[config.mk]
export PLATFORM = sky130hd
export DESIGN_NAME = rsa_ctrl
export DESIGN_NICKNAME = d
export VERILOG_FILES = /design/src/design/rsa_pkg.sv /design/src/design/rsa_ctrl.sv
export SDC_FILE = /design/constraint.sdc
export NUM_CORES = 1
export LEC_CHECK = 0
export ABC_AREA = 0
export BUFFER_PORTS_ARGS = -buffer_cell sky130_fd_sc_hd__buf_2
export CAP_MARGIN = 10
export CORE_MARGIN = 3
export CORE_UTILIZATION = 45
export CTS_CLUSTER_DIAMETER = 150
export CTS_CLUSTER_SIZE = 8
export DETAILED_ROUTE_END_ITERATION = 10
export PLACE_DENSITY = 0.77
export REMOVE_ABC_BUFFERS = 1
export SYNTH_ARGS = -nofsm -noshare
export SYNTH_HDL_FRONTEND = slang
export SYNTH_SLANG_ARGS = --single-unit
[constraint.sdc]
create_clock -name clk -period 1.6 [get_ports clk]
set_input_delay 0.32 -clock clk [delete_from_list [all_inputs] [get_ports clk]]
set_output_delay 0.32 -clock clk [all_outputs]
set_load 0.05 [all_outputs]
[src/design/rsa_pkg.sv]
// Package for the RPN stack adder: codes, state encoding and the
// command/status structs shared by the controller and the datapath.
// No dependencies.
`default_nettype none

package rsa_pkg;

  localparam int unsigned STACK_DEPTH_DEF = 128;
  localparam int unsigned VALUE_BITS_DEF  = 48;

  localparam logic [7:0] CH_SPACE = 8'h20;
  localparam logic [7:0] CH_PLUS  = 8'h2B;
  localparam logic [7:0] CH_NL    = 8'h0A;
  localparam logic [7:0] CH_ZERO  = 8'h30;
  localparam logic [7:0] CH_NINE  = 8'h39;

  typedef enum logic [1:0] {
    KIND_VALUE   = 2'd0,
    KIND_FULL    = 2'd1,
    KIND_EMPTY   = 2'd2,
    KIND_UNKNOWN = 2'd3
  } kind_t;

  typedef enum logic [1:0] {
    VSEL_ZERO,
    VSEL_ACC,
    VSEL_A,
    VSEL_SUM
  } val_sel_t;

  typedef enum logic [3:0] {
    S_IDLE,
    S_FLUSH,
    S_OP,
    S_POPA,
    S_GETA,
    S_POPB,
    S_GETB,
    S_SUM,
    S_PRINT
  } state_t;

  typedef struct packed {
    logic     in_ready;
    logic     acc_digit;
    logic     push_acc;
    logic     drop_acc;
    logic     rd_top;
    logic     load_a;
    logic     clear_a;
    logic     load_b;
    logic     clear_b;
    logic     push_sum;
    logic     emit;
    kind_t    emit_kind;
    val_sel_t emit_sel;
    logic     emit_bad;
    logic     emit_last;
  } cmd_t;

  typedef struct packed {
    logic in_valid;
    logic eoi;
    logic is_digit;
    logic is_space;
    logic is_plus;
    logic is_nl;
    logic pending;
    logic empty;
    logic full;
    logic slot_free;
  } sts_t;

endpackage

`default_nettype wire

[src/design/rsa_ctrl.sv]
// Controller of the RPN stack adder: sequences each character through
// number flush, stack pops, push and result emission.
// Depends on rsa_pkg.
`default_nettype none

module rsa_ctrl
  import rsa_pkg::*;
(
  input  wire logic clk,
  input  wire logic rst_n,
  input  wire sts_t sts,
  output cmd_t      cmd
);

  state_t state_r, state_nxt;
  logic   other;

  assign other = !sts.is_space && !sts.is_plus && !sts.is_nl;

  always_ff @(posedge clk) begin
    if (!rst_n) begin
      state_r <= S_IDLE;
    end else begin
      state_r <= state_nxt;
    end
  end

  always_comb begin
    cmd       = '0;
    state_nxt = state_r;
    unique case (state_r)
      S_IDLE: begin
        cmd.in_ready = 1'b1;
        if (sts.in_valid) begin
          state_nxt = S_FLUSH;
        end
      end
      S_FLUSH: begin
        if (!sts.eoi && sts.is_digit) begin
          cmd.acc_digit = 1'b1;
          state_nxt     = S_IDLE;
        end else if (!sts.pending) begin
          state_nxt = S_OP;
        end else if (!sts.full) begin
          cmd.push_acc = 1'b1;
          state_nxt    = S_OP;
        end else if (sts.slot_free) begin
          // The dropped number is the final result unless a newline or an
          // unknown character still has to report.
          cmd.drop_acc  = 1'b1;
          cmd.emit      = 1'b1;
          cmd.emit_kind = KIND_FULL;
          cmd.emit_sel  = VSEL_ACC;
          cmd.emit_last = sts.eoi || sts.is_space || sts.is_plus;
          state_nxt     = S_OP;
        end
      end
      S_OP: begin
        if (sts.eoi || sts.is_space) begin
          state_nxt = S_IDLE;
        end else if (!other) begin
          state_nxt = S_POPA;
        end else if (sts.slot_free) begin
          cmd.emit      = 1'b1;
          cmd.emit_kind = KIND_UNKNOWN;
          cmd.emit_sel  = VSEL_ZERO;
          cmd.emit_bad  = 1'b1;
          cmd.emit_last = 1'b1;
          state_nxt     = S_IDLE;
        end
      end
      S_POPA: begin
        if (!sts.empty) begin
          cmd.rd_top = 1'b1;
          state_nxt  = S_GETA;
        end else if (sts.slot_free) begin
          cmd.emit      = 1'b1;
          cmd.emit_kind = KIND_EMPTY;
          cmd.emit_sel  = VSEL_ZERO;
          cmd.clear_a   = 1'b1;
          state_nxt     = sts.is_plus ? S_POPB : S_PRINT;
        end
      end
      S_GETA: begin
        cmd.load_a = 1'b1;
        state_nxt  = sts.is_plus ? S_POPB : S_PRINT;
      end
      S_POPB: begin
        if (!sts.empty) begin
          cmd.rd_top = 1'b1;
          state_nxt  = S_GETB;
        end else if (sts.slot_free) begin
          cmd.emit      = 1'b1;
          cmd.emit_kind = KIND_EMPTY;
          cmd.emit_sel  = VSEL_ZERO;
          cmd.emit_last = 1'b1;
          cmd.clear_b   = 1'b1;
          state_nxt     = S_SUM;
        end
      end
      S_GETB: begin
        cmd.load_b = 1'b1;
        state_nxt  = S_SUM;
      end
      S_SUM: begin
        if (!sts.full) begin
          cmd.push_sum = 1'b1;
          state_nxt    = S_IDLE;
        end else if (sts.slot_free) begin
          cmd.emit      = 1'b1;
          cmd.emit_kind = KIND_FULL;
          cmd.emit_sel  = VSEL_SUM;
          cmd.emit_last = 1'b1;
          state_nxt     = S_IDLE;
        end
      end
      S_PRINT: begin
        if (sts.slot_free) begin
          cmd.emit      = 1'b1;
          cmd.emit_kind = KIND_VALUE;
          cmd.emit_sel  = VSEL_A;
          cmd.emit_last = 1'b1;
          state_nxt     = S_IDLE;
        end
      end
      default: begin
        state_nxt = S_IDLE;
      end
    endcase
  end

endmodule

`default_nettype wire
==> results.tsv, run 1 <==
metric	value	unit
ys_warn_count	0	
endpoint_type	output port	
synth_seq_cells	4	
num_rows	12	
yosysTopAreaCell	dfxtp_1	
cts_buffers	3	
synth.cell_area	639.4	um2
gp_congestion	0.9044	
yosysUniqueCellTypes	44	
avgSynthCellArea	7.104	um2
place_hpwl	1765	um
synth_flop_cell	dfxtp_1	
cts_buffer_depth	2	
synth_top_area_share	12.52	%
synth_compound_area_share	35.42	%
syn_inst	90	
synth_xor_xnor_area_share	0	%
crit_endpoint	cmd[0]	
synthSimpleGateAreaFrac	41.10	%
grt_max_degree	9	
seq_area_frac_synth	12.52	%
cts_sinks	4	
h-tree-depth	1	
synthTopCellsByArea	dfxtp_1 13%, nor2_1 7.6%, nand2_1 4.7%	
die_y	43.70	um
die-width	43.70	um
synth-async-reset-ratio	0	%
dp_slack	-0.1773	ns
root_buffer	clkbuf_4	
synth_edf_count	0	
start_util	52.57	%
error	[ERROR DPL-0038] Utilization greater than 100%, impossible to legalize	
synth_top_family_by_area	simple AND/OR/NAND/NOR gates	
io-pin-count	29	
io_buffers	28	
synthMuxAreaShare	1.566	%
stop_stage	global routing	
outcome	aborted with a tool error	
ctsHoldBuffers	0	
synthAdderAreaFrac	0	%
## synthesized netlist by cell type, types with 2 or more instances
| cell type | count |
|---|---|
| and3_2 | 2 |
| nor4_1 | 2 |
| inv_1 | 5 |
| nor2_1 | 13 |
| nand3_1 | 2 |
| nor2b_2 | 2 |
| nand2_1 | 8 |
| a21oi_1 | 5 |
| nand4_2 | 2 |
| buf_4 | 3 |
| o31ai_1 | 2 |
| o21ai_0 | 5 |
| dfxtp_1 | 4 |
| o22ai_1 | 2 |
| nor3_1 | 3 |
| clkbuf_1 | 2 |
## per-stage QoR
| stage | std cells | hold slack (ns) | setup TNS, ns | instance area [um2] | util, % |
|---|---|---|---|---|---|
| after floorplan | 84 | 0.4512 | -8.246 | 598.1 | - |
| after CTS | 154 | 0.3346 | -1.344 | 1164 | 95.68 |
| after detailed placement | 147 | 0.5883 | -0.8408 | 913.4 | 75.10 |
| after global placement | 147 | 0.5828 | -0.3849 | 913.4 | 75.10 |
## what timing repair did
item	in CTS
pin swaps	10
buffers inserted	4
resized for setup	62
endpoints found under the setup margin	20
## cells by family after synthesis
logic type | count (synthesis)
DFF | 4
buffers and inverters | 11
and+or+nand+nor | 44
AOI/OAI and AO/OA | 30
muxes | 1
==> run 2: changes to the inputs <==
- CORE_AREA: default -> 3 3 64 66
- CORE_MARGIN: 3 -> default
- CORE_UTILIZATION: 45 -> default
- CTS_CLUSTER_DIAMETER: 150 -> default
- CTS_CLUSTER_SIZE: 8 -> default
- DIE_AREA: default -> 0 0 67 69
- PLACE_DENSITY: 0.77 -> default
- PLACE_DENSITY_LB_ADDON: default -> 0.15
==> results.tsv, run 2 <==
metric	value	unit	change
coreArea	3633	um2	
crit_end	cmd[6]		
viasPerCell	4.768		
dieArea	4623	um2	
finClkSkew	0.001556	ns	
root_buffer	clkbuf_8		was clkbuf_4
synth_xor_xnor_area_share	0	%	unchanged
synth_seq_cells	4		unchanged
min_period	1.815	ns	
gp_congestion	0.8808		was 0.9044
synth_edf_count	0		unchanged
drv_cap	0		
cts_buffer_depth	2		unchanged
largest_reg_flops	4		
grt_max_degree	10		
syn2layout_area_growth	127.4	%	
routed_wl	2651	um	
drtIter0Drc	67		
setup.worst_path.start_class	flop		
seq_area_frac_synth	12.52	%	unchanged
nets	164		
place_hpwl	2042	um	was 1765 um
worstSkewPairLatency	0.22	ns	
worstSetupStartpoint	state_r[3]		
intPower	407.2	uW	
timing.final.ws_setup	-0.2148	ns	
synth_flop_cell	dfxtp_1		unchanged
timing.slew.headroom	74.74	%	
cts_buffers	3		unchanged
grt_pass1_vias	918		
final_common_cell	buf_4		
synth_top_family_by_area	simple AND/OR/NAND/NOR gates		unchanged
crit_type	reg2out		
start_util	17.60	%	was 52.57%
leakage	0.0006443	uW	
utilization	40.01	%	
antenna_found_initial	0		
crit_path_end_kind	output port		
synthSimpleGateAreaFrac	41.10	%	unchanged
critPathSlowestCell	dfxtp_4		
r2r_slack	-0.02	ns	
finalCritPeriodShare	113.4	%	
net-switching-power	224.0	uW	
synth_compound_area_share	35.42	%	unchanged
seq_power_share	17.1	%	
die_y	69	um	was 43.70 um
path_cells	nor2_2, nand3_2, o31ai_1, o21ai_1, nand2_1, buf_6		
power.clock.fraction	34.3	%	
syn_inst	90		unchanged
timing.rr.start	state_r[1]		
largestRegisters	state_r: 4 flops		
synthMuxAreaShare	1.566	%	unchanged
timing.rr.end	state_r[1]		
finalHoldViolCount	0		
cp_max_fo	5		
cts_tree	done		
io_buffers	28		unchanged
num_vias	944		
synth-async-reset-ratio	0	%	unchanged
num-fill-cells	384		
vdd_drop_max	0.1167	mV	
yosysTopAreaCell	dfxtp_1		unchanged
grt_overflow_total	0		
violations	setup timing		
yosysUniqueCellTypes	44		unchanged
setup_violations	15		
globalRouteMet1Util	16.39	%	
drive_gt1_share	73.33	%	
worstPathRequired	1.28	ns	
reg2reg_depth	8		
arrival	1.49	ns	
path_clk_slew	0.03	ns	
grt_pass1_wl	4333	um	
top_register	state_r		
avgSynthCellArea	7.104	um2	unchanged
outcome	finished with violations		was aborted with a tool error
tns	-1.580	ns	
dr.pass1.iters	5		
synth.cell_area	639.4	um2	unchanged
h-tree-depth	1		unchanged
post_drt_wl_per_cell	13.39	um	
gr-max-usage-layer	met2		
synthTopCellsByArea	dfxtp_1 13%, nor2_1 7.6%, nand2_1 4.7%		unchanged
cts_sinks	4		unchanged
io-pin-count	29		unchanged
ys_warn_count	0		unchanged
maxSlewViolCount	0		
synth_most_common_cell	nor2_1		unchanged
fmax	0.5510	GHz	
tightestPinTransition	0.3789	ns	
synthAdderAreaFrac	0	%	unchanged
synth_top_area_share	12.52	%	unchanged
rsz0062_at_grt	true		
cpPeakStageDelay	0.36	ns	
hold_path.class	in2reg		
drc	0		
synth_common_cells	13 x nor2_1, 8 x nand2_1, 5 x a21oi_1, 5 x inv_1, 5 x o21ai_0		unchanged
die-width	67	um	was 43.70 um
ant_nets	0		
grt_util_met2	18.67	%	
use_met3	1.140	%	
powerDensity	434.2	nW/um2	
p_comb_share	48.5	%	
most-common-layout-cells	26 x buf_4, 21 x buf_6, 11 x buf_2		
total_power	631.2	uW	
grt.total_usage	11.81	%	
num_rows	22		was 12
swShare	35.48	%	
num_antenna_cells	0		
## run 2: what timing repair did
item	CTS	global route
resized for setup	61	37
setup buffers	1	7
hold buffers	0	0
endpoints found under the setup margin	20	21
pin swaps	9	6
## run 2: how the worst min path moves through the flow
stage	start	endpoint	slack, ns	depth (start not counted)
2_1_floorplan	rst_n	state_r[0]	0.45	1
3_3_place_gp	rst_n	state_r[0]	0.60	2
3_5_place_dp	rst_n	state_r[0]	0.60	2
4_1_cts	rst_n	state_r[0]	0.36	2
5_1_grt	rst_n	state_r[0]	0.38	2
6_report	rst_n	state_r[0]	0.36	2
## run 2: critical path, delay by kind of cell, from the launching register on
| family | cells | cell delay (ns) |
|---|---|---|
| simple gates | 3 | 0.39 |
| compound gates | 2 | 0.36 |
| flops | 1 | 0.36 |
| buf+inv | 1 | 0.16 |
## run 2: final cells by class
| type | count | area, um2 | area share (%) |
|---|---|---|---|
| Clock buffer | 3 | 41.29 | 2.840 |
| Tap cell | 48 | 60.06 | 4.131 |
| Multi-Input combinational cell | 75 | 679.4 | 46.73 |
| Timing Repair Buffer | 63 | 561.8 | 38.64 |
| Inverter | 5 | 18.77 | 1.291 |
| Sequential cell | 4 | 92.59 | 6.368 |
## run 2: kinds of logic (layout without fill, tap and decap cells)
| group | Yosys count | after routing |
|---|---|---|
| AND/OR/NAND/NOR | 44 | 44 |
| AO/OA/AOI/OAI | 30 | 30 |
| buffers and inverters | 11 | 71 |
| flip-flops | 4 | 4 |
| multiplexers | 1 | 1 |
## run 2: per-layer routing
metal / wire (um) / share of wire [%] / vias to the layer above
met1: 1115 / 42 / 448
li1: - / - / 460
met4: 33 / 1.2 / 0
met5: 0 / 0 / -
met3: 124 / 4.7 / 5
met2: 1377 / 52 / 31
## run 2: power groups by stage
| stage | sequential (uW) | combinational (uW) | clock (uW) |
|---|---|---|---|
| after global routing | 109 | 330 | 229 |
| after floorplan | 119 | 114 | 0 |
| final | 108 | 306 | 217 |
| after detailed placement | 111 | 224 | 0 |
| after global placement | 111 | 226 | 0 |
| after CTS | 110 | 259 | 221 |
## run 2: through the flow
step	hold slack [ns]	instances	area (um2)	worst slack, ns
2_1_floorplan	0.4512	84	598.1	-0.9755
3_3_place_gp	0.6005	187	1001	-0.1328
3_5_place_dp	0.5989	187	1001	-0.1615
4_1_cts	0.3596	191	1252	-0.1583
5_1_grt	0.3815	198	1454	-0.2813
6_report	0.3617	198	1454	-0.2148
No activity file was read; power rests on OpenSTA's default activity.
==> run 3: changes to the inputs <==
- BUFFER_PORTS_ARGS: -buffer_cell sky130_fd_sc_hd__buf_2 -> default
- CTS_BUF_LIST: default -> sky130_fd_sc_hd__clkbuf_16
- DONT_BUFFER_PORTS: default -> 1
==> results.tsv, run 3 (synthesis gave the netlist of run 2 again) <==
metric	value	unit	change
start_util	17.60	%	unchanged
arrival	1.50	ns	was 1.49 ns
nets	149		was 164
ant_nets	0		unchanged
crit_path_end_kind	output port		unchanged
power.clock.fraction	50.3	%	was 34.3%
io-pin-count	29		unchanged
leakage	0.0005924	uW	was 0.0006443 uW
num-fill-cells	381		was 384
largestRegisters	state_r: 4 flops		unchanged
grt_max_degree	12		was 10
largest_reg_flops	4		unchanged
cts_buffer_depth	2		unchanged
utilization	39.26	%	was 40.01%
reg2reg_depth	7		was 8
num_vias	888		was 944
num_antenna_cells	0		unchanged
viasPerCell	4.852		was 4.768
outcome	finished with violations		unchanged
net-switching-power	216.6	uW	was 224.0 uW
cts_tree	done		unchanged
drive_gt1_share	68.15	%	was 73.33%
finalHoldViolCount	0		unchanged
fmax	0.5501	GHz	was 0.5510 GHz
dieArea	4623	um2	unchanged
cts_sinks	4		unchanged
hold_path.class	in2reg		unchanged
ctsHoldBuffers	0		unchanged
dr.pass1.iters	4		was 5
gp_congestion	0.8529		was 0.8808
setup.worst_path.start_class	flop		unchanged
antenna_found_initial	0		unchanged
place_hpwl	2024	um	was 2042 um
whs_path_depth	1		was 2
final_common_cell	buf_4		unchanged
setup_violations	16		was 15
multiInputGateArea	674.4	um2	was 679.4 um2
path_clk_slew	0.03	ns	about the same
drc	0		unchanged
root_buffer	clkbuf_16		was clkbuf_8
grt.total_usage	11.69	%	was 11.81%
io_buffers	0		was 28
tns	-1.944	ns	was -1.580 ns
finalCritPeriodShare	113.6	%	was 113.4%
coreArea	3633	um2	unchanged
timing.final.ws_setup	-0.2178	ns	was -0.2148 ns
post_drt_wl_per_cell	14.58	um	was 13.39 um
crit_type	reg2out		unchanged
dp_slack	-0.1336	ns	was -0.1615 ns
min_period	1.818	ns	was 1.815 ns
die-width	67	um	unchanged
cp_max_fo	5		unchanged
grt_pass1_wl	4257	um	was 4333 um
violations	setup timing		unchanged
hold_ws	0.2308	ns	was 0.3617 ns
swShare	28.05	%	was 35.48%
intPower	555.7	uW	was 407.2 uW
seq_power_share	13.9	%	was 17.1%
grt_pass1_vias	888		was 918
die_y	69	um	unchanged
p_comb_share	35.8	%	was 48.5%
routed_wl	2669	um	was 2651 um
drtIter0Drc	48		was 67
top_register	state_r		unchanged
most-common-layout-cells	26 x buf_4, 14 x buf_6, 9 x nor2_1		was 26 x buf_4, 21 x buf_6, 11 x buf_2
rsz0062_at_grt	true		unchanged
tightestPinTransition	0.3693	ns	was 0.3789 ns
timing.slew.headroom	75.35	%	was 74.74%
maxSlewViolCount	0		unchanged
num_rows	22		unchanged
powerDensity	541.5	nW/um2	was 434.2 nW/um2
worstSkewPairLatency	0.22	ns	about the same
worstPathRequired	1.28	ns	about the same
grt_overflow_total	0		unchanged
drv_cap	0		unchanged
regArea	92.59	um2	unchanged
finClkSkew	0.0006779	ns	was 0.001556 ns
cts_buffers	3		unchanged
vdd_drop_max	0.2177	mV	was 0.1167 mV
syn2layout_area_growth	123.1	%	was 127.4%
h-tree-depth	1		unchanged
run 3: cell count changes in the layout (fill, tap and decap cells not counted), moves of 3 or more:
cell and delta:
clkbuf_8 -3, buf_8 -3, buf_6 -7, buf_12 +6, buf_2 -11, clkbuf_16 +3
run 3: worst paths after layout:
kind              start          to  slack (ns)
max          state_r[0]      cmd[6]       -0.22
min               rst_n  state_r[0]        0.23
max reg2reg  state_r[0]  state_r[1]       -0.02
min reg2reg  state_r[2]  state_r[2]        0.71
run 3: critical path: stages (launching register included):
cell and delay, ns:
dfxtp_2 0.32, buf_6 0.13, nor2_4 0.13, nand3_4 0.10, o31ai_2 0.21, o21ai_1 0.13
nand2_1 0.12, buf_12 0.14
run 3: through the flow:
| step | std cells | cell area [um2] | power, uW |
|---|---|---|---|
| floorplan | 84 | 598.1 | 232.6 |
| global placement | 169 | 1028 | 321.0 |
| detailed placement | 169 | 1028 | 319.6 |
| CTS | 180 | 1326 | 746.1 |
| global route | 183 | 1426 | 803.8 |
| finish | 183 | 1426 | 772.3 |
run 3: metal layers:
layer	up-vias	part of all wire [%]	wire, um	global-route usage, %
li1	430	-	-	-
met1	428	44	1173	15.42
met2	27	50	1346	19.32
met3	3	4.8	127	1.629
met4	0	0.82	22	3.378
met5	-	0	0	0
run 3: power by group through the flow:
stage	clock network [uW]	logic, uW	registers (uW)
3_5_place_dp	0	209	111
3_3_place_gp	0	211	110
4_1_cts	394	245	107
6_report	388	277	107
5_1_grt	403	293	108
2_1_floorplan	0	114	119
run 3: what timing repair did:
| item | 4_1_cts | 5_1_grt |
|---|---|---|
| gates resized for setup | 46 | 16 |
| setup buffers | 8 | 3 |
| setup endpoints to repair | 18 | 20 |
| pin swaps | 17 | 10 |
run 3: cell type report:
class,count,area share (%)
inverter,5,1.491
tap,48,4.211
timing repair buffer,48,35.26
clock buffer,3,5.263
multi-input combinational,75,47.28
sequential,4,6.491
